===== config.mk =====
export PLATFORM = sky130hd
export DESIGN_NAME = integer_field_formatter_top
export DESIGN_NICKNAME = d
export VERILOG_FILES = /design/src/rtl/ifmt_pkg.sv /design/src/rtl/ifmt_digits.sv /design/src/rtl/integer_field_formatter_top.sv
export SDC_FILE = /design/constraint.sdc
export NUM_CORES = 1
export LEC_CHECK = 0
export BUFFER_PORTS_ARGS = -buffer_cell sky130_fd_sc_hd__buf_2
export CAP_MARGIN = 20
export CORE_AREA = 2 2 141 143
export DETAILED_ROUTE_END_ITERATION = 8
export DIE_AREA = 0 0 143 145
export GPL_ROUTABILITY_DRIVEN = 0
export MAX_ROUTING_LAYER = met4
export PLACE_DENSITY = 0.77
export SLEW_MARGIN = 0
export SYNTH_ARGS = -nofsm -noshare
export SYNTH_HDL_FRONTEND = slang
export SYNTH_HIERARCHICAL = 1
export SYNTH_SLANG_ARGS = --single-unit

===== constraint.sdc =====
create_clock -name clk_i -period 7.35 [get_ports clk_i]
set_input_delay 0.735 -clock clk_i [delete_from_list [all_inputs] [get_ports clk_i]]
set_output_delay 0.735 -clock clk_i [all_outputs]
set_load 0.01 [all_outputs]

===== src/rtl/ifmt_pkg.sv =====
package ifmt_pkg;

  localparam int unsigned VALUE_BITS_DEF = 32;
  localparam int unsigned MAX_FIELD_DEF  = 62;

  localparam int unsigned OP_W       = 3;
  localparam int unsigned VALUE_W    = 32;
  localparam int unsigned FIELD_W    = 6;
  localparam int unsigned CHAR_W     = 8;
  localparam int unsigned IN_DATA_W  = 48;
  localparam int unsigned IN_USER_W  = OP_W;
  localparam int unsigned OUT_DATA_W = CHAR_W;

  localparam logic [OP_W-1:0] OP_SDEC = 3'd0;
  localparam logic [OP_W-1:0] OP_UDEC = 3'd1;
  localparam logic [OP_W-1:0] OP_HEXL = 3'd2;
  localparam logic [OP_W-1:0] OP_HEXU = 3'd3;
  localparam logic [OP_W-1:0] OP_PTR  = 3'd4;
  localparam logic [OP_W-1:0] OP_CHAR = 3'd5;
  localparam logic [OP_W-1:0] OP_PCT  = 3'd6;
  localparam logic [OP_W-1:0] OP_UNK  = 3'd7;

  localparam logic [CHAR_W-1:0] CH_SPACE = 8'h20;
  localparam logic [CHAR_W-1:0] CH_PCT   = 8'h25;
  localparam logic [CHAR_W-1:0] CH_MINUS = 8'h2D;
  localparam logic [CHAR_W-1:0] CH_ZERO  = 8'h30;
  localparam logic [CHAR_W-1:0] CH_UA    = 8'h41;
  localparam logic [CHAR_W-1:0] CH_LA    = 8'h61;
  localparam logic [CHAR_W-1:0] CH_X     = 8'h78;

  typedef struct packed {
    logic load;
    logic load_hex;
    logic dabble;
    logic shift;
  } dig_cmd_t;

  function automatic logic [CHAR_W-1:0] digit_char(input logic [3:0] d, input logic upper);
    logic [CHAR_W-1:0] res;
    if (d < 4'd10) begin
      res = CH_ZERO + {4'd0, d};
    end else begin
      res = (upper ? CH_UA : CH_LA) + {4'd0, d} - 8'd10;
    end
    return res;
  endfunction

endpackage


===== src/rtl/ifmt_digits.sv =====
module ifmt_digits #(
  parameter int unsigned VALUE_BITS = ifmt_pkg::VALUE_BITS_DEF,
  parameter int unsigned NDIG       = 10
) (
  input  logic                   clk_i,
  input  ifmt_pkg::dig_cmd_t     cmd_i,
  input  logic [VALUE_BITS-1:0]  value_i,
  output logic [3:0]             top_digit_o
);
  import ifmt_pkg::*;

  localparam int unsigned DIG_BITS = NDIG * 4;

  logic [DIG_BITS-1:0]   dig_q, dig_d, dab;
  logic [VALUE_BITS-1:0] val_q, val_d;

  // Each cycle of conversion adds three to every digit of five or more, then
  // shifts the next value bit in from the bottom.
  always_comb begin
    logic [3:0] d;
    d = '0;
    for (int i = 0; i < NDIG; i++) begin
      d = dig_q[i*4 +: 4];
      dab[i*4 +: 4] = (d >= 4'd5) ? d + 4'd3 : d;
    end
  end

  always_comb begin
    dig_d = dig_q;
    val_d = val_q;
    priority if (cmd_i.load) begin
      dig_d = cmd_i.load_hex ? DIG_BITS'(value_i) : '0;
      val_d = value_i;
    end else if (cmd_i.dabble) begin
      dig_d = {dab[DIG_BITS-2:0], val_q[VALUE_BITS-1]};
      val_d = {val_q[VALUE_BITS-2:0], 1'b0};
    end else if (cmd_i.shift) begin
      dig_d = {dig_q[DIG_BITS-5:0], 4'd0};
    end else begin
      dig_d = dig_q;
      val_d = val_q;
    end
  end

  always_ff @(posedge clk_i) begin
    dig_q <= dig_d;
    val_q <= val_d;
  end

  assign top_digit_o = dig_q[DIG_BITS-1 -: 4];

endmodule


===== src/rtl/integer_field_formatter_top.sv =====
// Formats one parsed integer conversion into ASCII characters, one character per
// output item, with tlast on the final character of the field. After an item is
// accepted, the decimal modes run a bit-serial binary-to-BCD conversion over all
// VALUE_BITS bits (hex and pointer skip it); leading zero digits are then
// stripped from the digit shift register for the integer and pointer modes, a
// planning step lays out the field, and the output phases follow in order:
// prefix, left padding, sign, zero padding, precision zeros, digits, right
// padding and byte. A character is emitted only while the output register is
// empty or being taken. The next item is accepted once the state machine is back
// in idle after the last character of the current one enters the output register,
// whether or not it has been taken.
module integer_field_formatter_top #(
  parameter int unsigned VALUE_BITS = ifmt_pkg::VALUE_BITS_DEF,
  parameter int unsigned MAX_FIELD  = ifmt_pkg::MAX_FIELD_DEF
) (
  input  logic                            clk_i,
  input  logic                            rst_ni,
  input  logic                            s_axis_tvalid_i,
  output logic                            s_axis_tready_o,
  // value, field_width, prec_digits, precision_given, zero_flag, left_flag
  input  logic [ifmt_pkg::IN_DATA_W-1:0]  s_axis_tdata_i,
  // opcode
  input  logic [ifmt_pkg::IN_USER_W-1:0]  s_axis_tuser_i,
  output logic                            m_axis_tvalid_o,
  input  logic                            m_axis_tready_i,
  // ascii_char
  output logic [ifmt_pkg::OUT_DATA_W-1:0] m_axis_tdata_o,
  // last_char
  output logic                            m_axis_tlast_o
);
  import ifmt_pkg::*;

  localparam int unsigned NDEC  = (VALUE_BITS * 30103) / 100000 + 1;
  localparam int unsigned NHEX  = (VALUE_BITS + 3) / 4;
  localparam int unsigned NDIG  = (NDEC > NHEX) ? NDEC : NHEX;
  localparam int unsigned MAXN  = (MAX_FIELD > NDIG) ? MAX_FIELD : NDIG;
  localparam int unsigned CNT_W = $clog2(MAXN + 3);
  localparam int unsigned LEN_W = $clog2(NDIG + 1);
  localparam int unsigned BC_W  = $clog2(VALUE_BITS + 1);
  localparam logic [FIELD_W-1:0] MAXF = FIELD_W'(MAX_FIELD);

  localparam logic [3:0] S_IDLE  = 4'd0;
  localparam logic [3:0] S_CONV  = 4'd1;
  localparam logic [3:0] S_STRIP = 4'd2;
  localparam logic [3:0] S_PLAN  = 4'd3;
  localparam logic [3:0] S_PRE   = 4'd4;
  localparam logic [3:0] S_LPAD  = 4'd5;
  localparam logic [3:0] S_SIGN  = 4'd6;
  localparam logic [3:0] S_ZPAD  = 4'd7;
  localparam logic [3:0] S_PREC  = 4'd8;
  localparam logic [3:0] S_DIG   = 4'd9;
  localparam logic [3:0] S_RPAD  = 4'd10;
  localparam logic [3:0] S_BYTE  = 4'd11;

  logic [3:0] state_q, state_d;
  logic       out_valid_q, out_valid_d;

  logic [OP_W-1:0]    op_q, op_d;
  logic [FIELD_W-1:0] width_q, width_d, prec_q, prec_d;
  logic               pg_q, pg_d, zero_q, zero_d, left_q, left_d, neg_q, neg_d;
  logic [CHAR_W-1:0]  byte_q, byte_d;
  logic [BC_W-1:0]    bitcnt_q, bitcnt_d;
  logic [LEN_W-1:0]   len_q, len_d;
  logic [1:0]         pre_q, pre_d;
  logic [CNT_W-1:0]   lpad_q, lpad_d, zpad_q, zpad_d, precz_q, precz_d, rpad_q, rpad_d;
  logic [CNT_W-1:0]   rem_q, rem_d;
  logic               byte_en_q, byte_en_d;
  logic [CHAR_W-1:0]  out_data_q, out_data_d;
  logic               out_last_q, out_last_d;

  logic [VALUE_W-1:0]    in_value;
  logic [FIELD_W-1:0]    in_fw, in_prec;
  logic [OP_W-1:0]       in_op;
  logic [VALUE_BITS-1:0] v_in, mag_in;
  logic                  neg_in;

  dig_cmd_t   cmd;
  logic [3:0] top_digit;

  logic             emit_ok, emit;
  logic [CHAR_W-1:0] emit_char;

  logic             p_int, p_ptr, p_zmode, p_byte;
  logic [1:0]       p_pre;
  logic [CNT_W-1:0] p_len, p_w, p_mind, p_precz, p_ndig, p_total, p_pad;

  assign in_value = s_axis_tdata_i[VALUE_W-1:0];
  assign in_fw    = s_axis_tdata_i[VALUE_W +: FIELD_W];
  assign in_prec  = s_axis_tdata_i[VALUE_W+FIELD_W +: FIELD_W];
  assign in_op    = s_axis_tuser_i;
  assign v_in     = VALUE_BITS'(in_value);
  assign neg_in   = (in_op == OP_SDEC) && v_in[VALUE_BITS-1];
  assign mag_in   = neg_in ? (~v_in + VALUE_BITS'(1)) : v_in;

  ifmt_digits #(
    .VALUE_BITS(VALUE_BITS),
    .NDIG      (NDIG)
  ) u_digits (
    .clk_i      (clk_i),
    .cmd_i      (cmd),
    .value_i    (mag_in),
    .top_digit_o(top_digit)
  );

  // Field layout, worked out once the digit count is known.
  always_comb begin
    p_int   = (op_q <= OP_HEXU);
    p_ptr   = (op_q == OP_PTR);
    p_byte  = (op_q == OP_CHAR) || (op_q == OP_UNK);
    p_pre   = p_ptr ? 2'd2 : (((op_q == OP_PCT) || (op_q == OP_UNK)) ? 2'd1 : 2'd0);
    p_len   = CNT_W'(len_q);
    p_w     = CNT_W'(width_q);
    if (p_int) begin
      p_mind = pg_q ? CNT_W'(prec_q) : CNT_W'(1);
    end else begin
      p_mind = p_ptr ? CNT_W'(8) : '0;
    end
    p_precz = (p_mind > p_len) ? p_mind - p_len : '0;
    p_ndig  = p_len + p_precz;
    p_total = p_ndig + CNT_W'(neg_q);
    p_pad   = (p_int && (p_w > p_total)) ? p_w - p_total : '0;
    p_zmode = !pg_q && !left_q && zero_q;
  end

  assign emit_ok = !out_valid_q || m_axis_tready_i;

  always_comb begin
    state_d     = state_q;
    op_d        = op_q;
    width_d     = width_q;
    prec_d      = prec_q;
    pg_d        = pg_q;
    zero_d      = zero_q;
    left_d      = left_q;
    neg_d       = neg_q;
    byte_d      = byte_q;
    bitcnt_d    = bitcnt_q;
    len_d       = len_q;
    pre_d       = pre_q;
    lpad_d      = lpad_q;
    zpad_d      = zpad_q;
    precz_d     = precz_q;
    rpad_d      = rpad_q;
    rem_d       = rem_q;
    byte_en_d   = byte_en_q;
    out_valid_d = out_valid_q;
    out_data_d  = out_data_q;
    out_last_d  = out_last_q;
    cmd         = '0;
    emit        = 1'b0;
    emit_char   = CH_SPACE;

    unique case (state_q)
      S_IDLE: begin
        if (s_axis_tvalid_i) begin
          op_d         = in_op;
          width_d      = (in_fw > MAXF) ? MAXF : in_fw;
          prec_d       = (in_prec > MAXF) ? MAXF : in_prec;
          pg_d         = s_axis_tdata_i[VALUE_W+2*FIELD_W];
          zero_d       = s_axis_tdata_i[VALUE_W+2*FIELD_W+1];
          left_d       = s_axis_tdata_i[VALUE_W+2*FIELD_W+2];
          neg_d        = neg_in;
          byte_d       = in_value[CHAR_W-1:0];
          cmd.load     = 1'b1;
          cmd.load_hex = (in_op == OP_HEXL) || (in_op == OP_HEXU) || (in_op == OP_PTR);
          bitcnt_d     = BC_W'(VALUE_BITS);
          if (in_op <= OP_UDEC) begin
            state_d = S_CONV;
            len_d   = LEN_W'(NDIG);
          end else if (in_op <= OP_PTR) begin
            state_d = S_STRIP;
            len_d   = LEN_W'(NDIG);
          end else begin
            state_d = S_PLAN;
            len_d   = '0;
          end
        end
      end
      S_CONV: begin
        cmd.dabble = 1'b1;
        bitcnt_d   = bitcnt_q - BC_W'(1);
        if (bitcnt_q == BC_W'(1)) begin
          state_d = S_STRIP;
        end
      end
      S_STRIP: begin
        if ((top_digit == 4'd0) && (len_q > LEN_W'(1))) begin
          cmd.shift = 1'b1;
          len_d     = len_q - LEN_W'(1);
        end else begin
          state_d = S_PLAN;
        end
      end
      S_PLAN: begin
        pre_d     = p_pre;
        lpad_d    = (!left_q && !p_zmode) ? p_pad : '0;
        zpad_d    = p_zmode ? p_pad : '0;
        rpad_d    = left_q ? p_pad : '0;
        precz_d   = p_precz;
        byte_en_d = p_byte;
        rem_d     = CNT_W'(p_pre) + p_pad + p_total + CNT_W'(p_byte);
        state_d   = S_PRE;
      end
      S_PRE: begin
        if (pre_q == 2'd0) begin
          state_d = S_LPAD;
        end else if (emit_ok) begin
          emit      = 1'b1;
          emit_char = p_ptr ? ((pre_q == 2'd2) ? CH_ZERO : CH_X) : CH_PCT;
          pre_d     = pre_q - 2'd1;
        end
      end
      S_LPAD: begin
        if (lpad_q == '0) begin
          state_d = S_SIGN;
        end else if (emit_ok) begin
          emit      = 1'b1;
          emit_char = CH_SPACE;
          lpad_d    = lpad_q - CNT_W'(1);
        end
      end
      S_SIGN: begin
        if (!neg_q) begin
          state_d = S_ZPAD;
        end else if (emit_ok) begin
          emit      = 1'b1;
          emit_char = CH_MINUS;
          neg_d     = 1'b0;
        end
      end
      S_ZPAD: begin
        if (zpad_q == '0) begin
          state_d = S_PREC;
        end else if (emit_ok) begin
          emit      = 1'b1;
          emit_char = CH_ZERO;
          zpad_d    = zpad_q - CNT_W'(1);
        end
      end
      S_PREC: begin
        if (precz_q == '0) begin
          state_d = S_DIG;
        end else if (emit_ok) begin
          emit      = 1'b1;
          emit_char = CH_ZERO;
          precz_d   = precz_q - CNT_W'(1);
        end
      end
      S_DIG: begin
        if (len_q == '0) begin
          state_d = S_RPAD;
        end else if (emit_ok) begin
          emit      = 1'b1;
          emit_char = digit_char(top_digit, op_q == OP_HEXU);
          cmd.shift = 1'b1;
          len_d     = len_q - LEN_W'(1);
        end
      end
      S_RPAD: begin
        if (rpad_q == '0) begin
          state_d = S_BYTE;
        end else if (emit_ok) begin
          emit      = 1'b1;
          emit_char = CH_SPACE;
          rpad_d    = rpad_q - CNT_W'(1);
        end
      end
      S_BYTE: begin
        if (!byte_en_q) begin
          state_d = S_IDLE;
        end else if (emit_ok) begin
          emit      = 1'b1;
          emit_char = byte_q;
          byte_en_d = 1'b0;
        end
      end
      default: begin
        state_d = S_IDLE;
      end
    endcase

    if (emit) begin
      out_valid_d = 1'b1;
      out_data_d  = emit_char;
      out_last_d  = (rem_q == CNT_W'(1));
      rem_d       = rem_q - CNT_W'(1);
    end else if (m_axis_tready_i) begin
      out_valid_d = 1'b0;
    end
  end

  always_ff @(posedge clk_i or negedge rst_ni) begin
    if (!rst_ni) begin
      state_q     <= S_IDLE;
      out_valid_q <= 1'b0;
    end else begin
      state_q     <= state_d;
      out_valid_q <= out_valid_d;
    end
  end

  always_ff @(posedge clk_i) begin
    op_q       <= op_d;
    width_q    <= width_d;
    prec_q     <= prec_d;
    pg_q       <= pg_d;
    zero_q     <= zero_d;
    left_q     <= left_d;
    neg_q      <= neg_d;
    byte_q     <= byte_d;
    bitcnt_q   <= bitcnt_d;
    len_q      <= len_d;
    pre_q      <= pre_d;
    lpad_q     <= lpad_d;
    zpad_q     <= zpad_d;
    precz_q    <= precz_d;
    rpad_q     <= rpad_d;
    rem_q      <= rem_d;
    byte_en_q  <= byte_en_d;
    out_data_q <= out_data_d;
    out_last_q <= out_last_d;
  end

  assign s_axis_tready_o = (state_q == S_IDLE);
  assign m_axis_tvalid_o = out_valid_q;
  assign m_axis_tdata_o  = out_data_q;
  assign m_axis_tlast_o  = out_last_q;

endmodule


==> results of run 1 <==
[sequential cells by signal, indices dropped and copies added, names as in the netlist, 6 cells and up]
register,flops
rpad_q,7
byte_q,8
m_axis_tdata_o,8
u_digits/val_q,32
prec_q,6
width_q,6
zpad_q,7
precz_q,7
u_digits/dig_q,40
lpad_q,7
bitcnt_q,6
rem_q,7
[metal layers]
metal  track usage  up-vias  part of all wire
met2         0.402      257              0.50
met5             -        -                 0
met3        0.0419       59             0.052
met4        0.0906        0             0.029
li1              -     3936                 -
met1         0.301     3974              0.42
[worst register-to-register path: cells and delay by family, from the launching register on]
kind | cells | cell delay (ns)
compound gates | 13 | 1.90
xor+xnor | 3 | 0.46
fa+ha+maj | 7 | 2.26
buf+inv | 5 | 0.60
flops | 1 | 0.47
mux | 1 | 0.09
simple gates | 6 | 0.87
[power by group]
part           switching [mW]  total (mW)  internal [mW]
logic                    1.73        2.94           1.21
clock network           0.387       0.856          0.469
registers               0.250        1.80           1.55
[cell families (layout without fill, tap and decap cells)]
kind of cell / after synthesis / count (layout) / synth area share
AO/OA/AOI/OAI: 240 / 240 / 0.143
multiplexers: 46 / 46 / 0.0479
XOR/XNOR: 76 / 76 / 0.0626
buffers and inverters: 122 / 189 / 0.0495
other: 0 / 1 / 0
flip-flops: 161 / 161 / 0.452
AND/OR/NAND/NOR: 333 / 333 / 0.159
adder cells (fa/ha/maj): 69 / 69 / 0.0854
[path summary, 6_finish.rpt]
check / slack (ns) / to / cells after the start / from
worst min register to register: 0.55 / u_digits/val_q[1]$_DFFE_PP_ / 1 / u_digits/val_q[0]$_SDFFCE_PN0P_
min in group clk_i: 0.48 / zero_q$_DFFE_PP_ / 1 / s_axis_tdata_i[45]
worst min-delay path: 0.11 / state_q[3]$_DFFE_PN0P_ / 1 / rst_ni
worst max-delay path: 0.46 / rem_q[6]$_DFFE_PP_ / 35 / op_q[2]$_DFFE_PP_
worst max register to register: 0.46 / rem_q[6]$_DFFE_PP_ / 35 / op_q[2]$_DFFE_PP_
max in group asynchronous: 7.08 / state_q[0]$_DFFE_PN0P_ / 1 / rst_ni
[Yosys cell counts, drive strengths merged (4+ instances only)]
cell	n
a22oi	13
a21o	4
mux2	39
o32ai	11
xor2	28
o31ai	8
ha	63
and3	6
o21bai	5
nand3b	4
a211oi	7
nor3b	22
a21oi	49
buf	21
nand3	35
clkbuf	27
and2	9
a31oi	8
nor2b	11
nand2b	17
nor4	5
a221o	4
o21a	7
o21ai	79
dfrtp	5
fa	6
xnor2	48
o22ai	17
nand2	96
or2	4
mux2i	7
nor2	69
or3	11
o31a	6
nor3	22
or4	8
o311ai	4
inv	74
edfxtp	156
[what timing repair did]
action	4_1_cts	5_1_grt
buffers inserted	0	6
hold buffers	0	0
setup endpoints to repair	0	3
resized for setup	0	19
[layout make-up]
cell class              count  area [um^2]  area share
multi-input cells         764         5400       0.456
flip-flops and latches    161         4810       0.406
repair buffers             83          467      0.0394
clock buffers              17          425      0.0359
well taps                 265          332      0.0280
inverters                  74          279      0.0235
clock inverters            15          135      0.0114
diodes                      1         2.50    0.000211
==> impl_metrics.py, run 1 <==
metrics = {
    "outcome": {
        "status": "completed",
    },
    "floorplan": {
        "die_w_um": 143,
        "die_h_um": 145,
        "io_pins": 66,
        "core_um2": 19200,
        "rows": 51,
        "die-area_um2": 20700,
        "start_util": 0.554,
    },
    "sta": {
        "finalHoldViolations": 0,
        "finalCriticalPeriod_ns": 6.89,
        "whs_ns": 0.113,
        "fin_setup_tns_ns": 0,
        "finalSetupViolations": 0,
        "tightest_slew_ns": 1.10,
        "period_share": 0.937,
        "setup_slack_ns": 0.461,
        "slew_headroom": 0.269,
        "fmax_ghz": 0.145,
        "clock_skew_ns": 0.0144,
        "slew_viol_final": 0,
    },
    "global_routing": {
        "antenna_found_initial": 1,
        "grtUsageTotal": 0.244,
        "grt_max_degree": 52,
        "grt_pass1_wl_mm": 39.0,
        "grt_pass1_vias": 7943,
        "grt-ovfl-total": 0,
    },
    "setup_path": {
        "crit_fanout": 7,
        "required_ns": 7.52,
        "crit_path_max_incr_delay_ns": 0.51,
        "endpoint_kind": "flop",
        "slowest_stage": "fa_1",
        "crit_family": "adder cells",
        "path_buf_inv": 5,
        "worstSetupPathType": "reg2reg",
        "critPathArrivalTime_ns": 7.06,
        "crit_path_start_kind": "flop",
        "critPathMostFrequentCell": "o21ai_0",
    },
    "pwr": {
        "p_per_area_nw_per_um2": 472,
        "power_mw": 5.59,
        "p_leak_nw": 4.55,
        "vdd.ir_drop.worst_uv": 217,
    },
    "route": {
        "drt_wl_total_mm": 24.4,
        "drt_iter0_markers": 658,
        "vias": 8226,
        "vias_per_cell": 5.96,
        "antenna_left": 0,
        "drc": 0,
        "wire_per_inst_um": 17.7,
        "first_pass_iters": 6,
    },
    "synthesis": {
        "yosysWarnings": 6,
        "yosys.area.top_type": "edfxtp_1",
        "synth_area_um2": 10600,
        "netlist_instances": 1047,
        "synth_ff_type": "edfxtp_1",
        "synth_edf_count": 156,
        "ys_ff_latch": 161,
        "synth-async-reset-ratio": 0.0311,
        "synth_seq_area_share": 0.452,
        "syn_nets": 1171,
        "ys_top_cells_by_area": "edfxtp_1 (44%), ha_1 (7.4%), mux2_2 (4.1%)",
        "synth.top_cell.area_share": 0.440,
        "yosysUniqueCellTypes": 73,
        "syn_avg_cell_area_um2": 10.2,
    },
    "cells_and_area": {
        "area_delta_synth_final_pct": 11.4,
        "mostFrequentLayoutCells": "edfxtp_1 (156), nand2_1 (95), o21ai_0 (77)",
        "final_nets": 1225,
        "fillers": 1573,
        "final_cells": 1380,
        "drive_gt1_frac": 0.167,
        "final_common_cell": "edfxtp_1",
        "final_util": 0.617,
        "stdcell_area_um2": 11900,
    },
    "cts": {
        "htree_levels": 4,
        "clock-sinks": 161,
        "cts_buffers": 17,
        "clockBufferDepth": 2,
        "cts-root-buf": "clkbuf_16",
        "insertion_delay_ns": 0.44,
        "cts_tree": "built",
        "path_clk_slew_ns": 0.07,
    },
    "place": {
        "dpl.hpwl_mm": 17.3,
        "dpl_cell_area_um2": 11100,
        "io_buffers": 64,
        "pre_cts_slack_ns": 0.0821,
        "dpl.cell_count": 1341,
    },
    "flow_run": {
        "cap_violations": 0,
    },
    "hold_path": {
        "worstHoldPathType": "in2async",
    },
}
(Power assumes the default switching activity.)
==> inputs of run 2 (changes only) <==
--- a/config.mk
+++ b/config.mk
@@ -7,12 +7,12 @@
 export LEC_CHECK = 0
 export BUFFER_PORTS_ARGS = -buffer_cell sky130_fd_sc_hd__buf_2
 export CAP_MARGIN = 20
-export CORE_AREA = 2 2 141 143
+export CORE_AREA = 2 2 168 121
 export DETAILED_ROUTE_END_ITERATION = 8
-export DIE_AREA = 0 0 143 145
+export DIE_AREA = 0 0 170 123
 export GPL_ROUTABILITY_DRIVEN = 0
 export MAX_ROUTING_LAYER = met4
-export PLACE_DENSITY = 0.77
+export PLACE_DENSITY = 0.76
 export SLEW_MARGIN = 0
 export SYNTH_ARGS = -nofsm -noshare
 export SYNTH_HDL_FRONTEND = slang
==> run 2 against run 1 <==
Wire length is 4.5% higher. Highest routed layer unchanged. Global-route usage grew 0.99 points. Largest cell class unchanged. Final cell count decreased by 1.7%. Count of clock-buffer cells in the layout is the same. First-iteration DRC count increased by 48%.
==> impl_metrics.py, run 2 (synthesis gave the netlist of run 1 again) <==
metrics = {
    "global_routing": {
        "grt_use_met1": 0.377,
        "grt_max_degree": 69,
        "grtUsageTotal": 0.254,
        "use_met2": 0.337,
        "grt_pass1_vias": 7602,
        "grt-ovfl-total": 0,
        "grt_use_met3": 0.0509,
        "grt.busiest_layer": "met1",
        "grt_pass1_wl_mm": 39.6,
        "antenna_found_initial": 0,
    },
    "setup_path": {
        "worst-path-stages": 34,
        "worstSetupPathType": "reg2reg",
        "r2r_cells": 34,
        "r2r_end": "rem_q[6]$_DFFE_PP_",
        "endpoint": "rem_q[6]$_DFFE_PP_",
        "crit_path_max_incr_delay_ns": 0.51,
        "endpoint_kind": "flop",
        "crit_path_start_kind": "flop",
        "r2r_setup_slack_ns": 0.24,
        "critPathArrivalTime_ns": 7.28,
        "required_ns": 7.52,
        "crit_family": "adder cells",
        "slowest_stage": "edfxtp_1",
        "cp-startpoint": "op_q[2]$_DFFE_PP_",
        "r2r_start": "op_q[2]$_DFFE_PP_",
        "crit_fanout": 17,
        "path_buf_inv": 4,
    },
    "cells_and_area": {
        "final_common_cell": "edfxtp_1",
        "reg_top3": "u_digits/dig_q (40), u_digits/val_q (32)",
        "area_delta_synth_final_pct": 11.6,
        "mostFrequentLayoutCells": "edfxtp_1 (156), nand2_1 (95), o21ai_0 (76)",
        "largest_register_ffs": 40,
        "drive_gt1_frac": 0.162,
        "final_nets": 1221,
        "top_register": "u_digits/dig_q",
        "diodes": 0,
        "fillers": 1544,
    },
    "route": {
        "antenna_left": 0,
        "drt_wl_total_mm": 25.5,
        "first_pass_iters": 7,
        "wire_per_inst_um": 18.8,
        "drc": 0,
        "vias_per_cell": 6.14,
        "vias": 8335,
        "drt_iter0_markers": 974,
    },
    "pwr": {
        "p_comb_frac": 0.528,
        "pwr-share-clk": 0.164,
        "p_per_area_nw_per_um2": 492,
        "switching_share": 0.430,
        "vdd.ir_drop.worst_uv": 290,
        "p_int_mw": 3.33,
        "pwr-share-seq": 0.308,
        "p_sw_mw": 2.51,
        "p_leak_nw": 4.57,
    },
    "place": {
        "pre_cts_slack_ns": 0.00351,
        "dpl.hpwl_mm": 18.1,
        "io_buffers": 64,
    },
    "floorplan": {
        "die_h_um": 123,
        "die-area_um2": 20900,
        "start_util": 0.549,
        "core_um2": 19400,
        "rows": 43,
        "io_pins": 66,
        "die_w_um": 170,
    },
    "sta": {
        "finalHoldViolations": 0,
        "clock_skew_ns": 0.0109,
        "fmax_ghz": 0.141,
        "finalSetupViolations": 0,
        "tightest_slew_ns": 0.993,
        "slew_viol_final": 0,
        "period_share": 0.968,
        "fin_setup_tns_ns": 0,
        "finalCriticalPeriod_ns": 7.11,
        "slew_headroom": 0.335,
        "setup_slack_ns": 0.238,
    },
    "cts": {
        "cts-root-buf": "clkbuf_16",
        "clock-sinks": 161,
        "path_clk_slew_ns": 0.06,
        "cts_tree": "built",
        "cts_buffers": 17,
        "insertion_delay_ns": 0.44,
        "htree_levels": 4,
        "clockBufferDepth": 2,
    },
    "flow_run": {
        "cap_violations": 0,
    },
    "outcome": {
        "status": "completed",
    },
    "hold_path": {
        "worstHoldPathType": "in2async",
    },
}
-- run 2: layer usage --
| metal | vias up | wire length, um | share of wire |
|---|---|---|---|
| met2 | 406 | 10500 | 0.41 |
| li1 | 3923 | - | - |
| met3 | 37 | 2290 | 0.090 |
| met1 | 3969 | 12100 | 0.48 |
| met5 | - | 0 | 0 |
| met4 | 0 | 535 | 0.021 |
-- run 2: final cells by class --
cell class	count	area, um^2	share of cell area
multi-input cells	764	5390	0.454
flip-flops and latches	161	4810	0.405
repair buffers	79	444	0.0374
clock buffers	17	425	0.0359
well taps	247	309	0.0260
inverters	74	279	0.0235
clock inverters	15	208	0.0175
-- run 2: how the worst min path moves through the flow --
stage	startpoint	to	slack, ns	depth (start not counted)
after floorplan	rst_ni	m_axis_tvalid_o$_DFFE_PN0P_	0.44	0
after global placement	u_digits/val_q[31]$_DFFE_PP_	u_digits/dig_q[0]$_DFFE_PP_	0.52	1
after detailed placement	u_digits/val_q[31]$_DFFE_PP_	u_digits/dig_q[0]$_DFFE_PP_	0.53	1
after CTS	rst_ni	state_q[0]$_DFFE_PN0P_	0.1	1
after global routing	rst_ni	m_axis_tvalid_o$_DFFE_PN0P_	0.11	1
final	rst_ni	state_q[0]$_DFFE_PN0P_	0.11	1
-- run 2: power by group through the flow --
stage | combinational, mW | sequential (mW) | clock [mW]
floorplan | 2.17 | 1.73 | 0
global placement | 2.80 | 1.79 | 0
detailed placement | 2.89 | 1.80 | 0
CTS | 2.93 | 1.79 | 0.968
global route | 3.40 | 1.84 | 1.00
finish | 3.08 | 1.80 | 0.958
-- run 2: per-stage QoR --
step,utilization,area (um^2),hold slack (ns),power [mW],cells
final,0.613,11900,0.112,5.84,1357
after global routing,0.613,11900,0.109,6.24,1357
after CTS,0.607,11800,0.0997,5.69,1354
after detailed placement,0.574,11100,0.528,4.70,1322
after global placement,0.574,11100,0.525,4.60,1322
after floorplan,-,10600,0.439,3.89,1047
-- run 2: what timing repair did --
item                       CTS  global route
pin swaps                    0             3
hold buffers                 0             0
resized for setup            1            16
buffers inserted             0             2
setup endpoints to repair    1             3
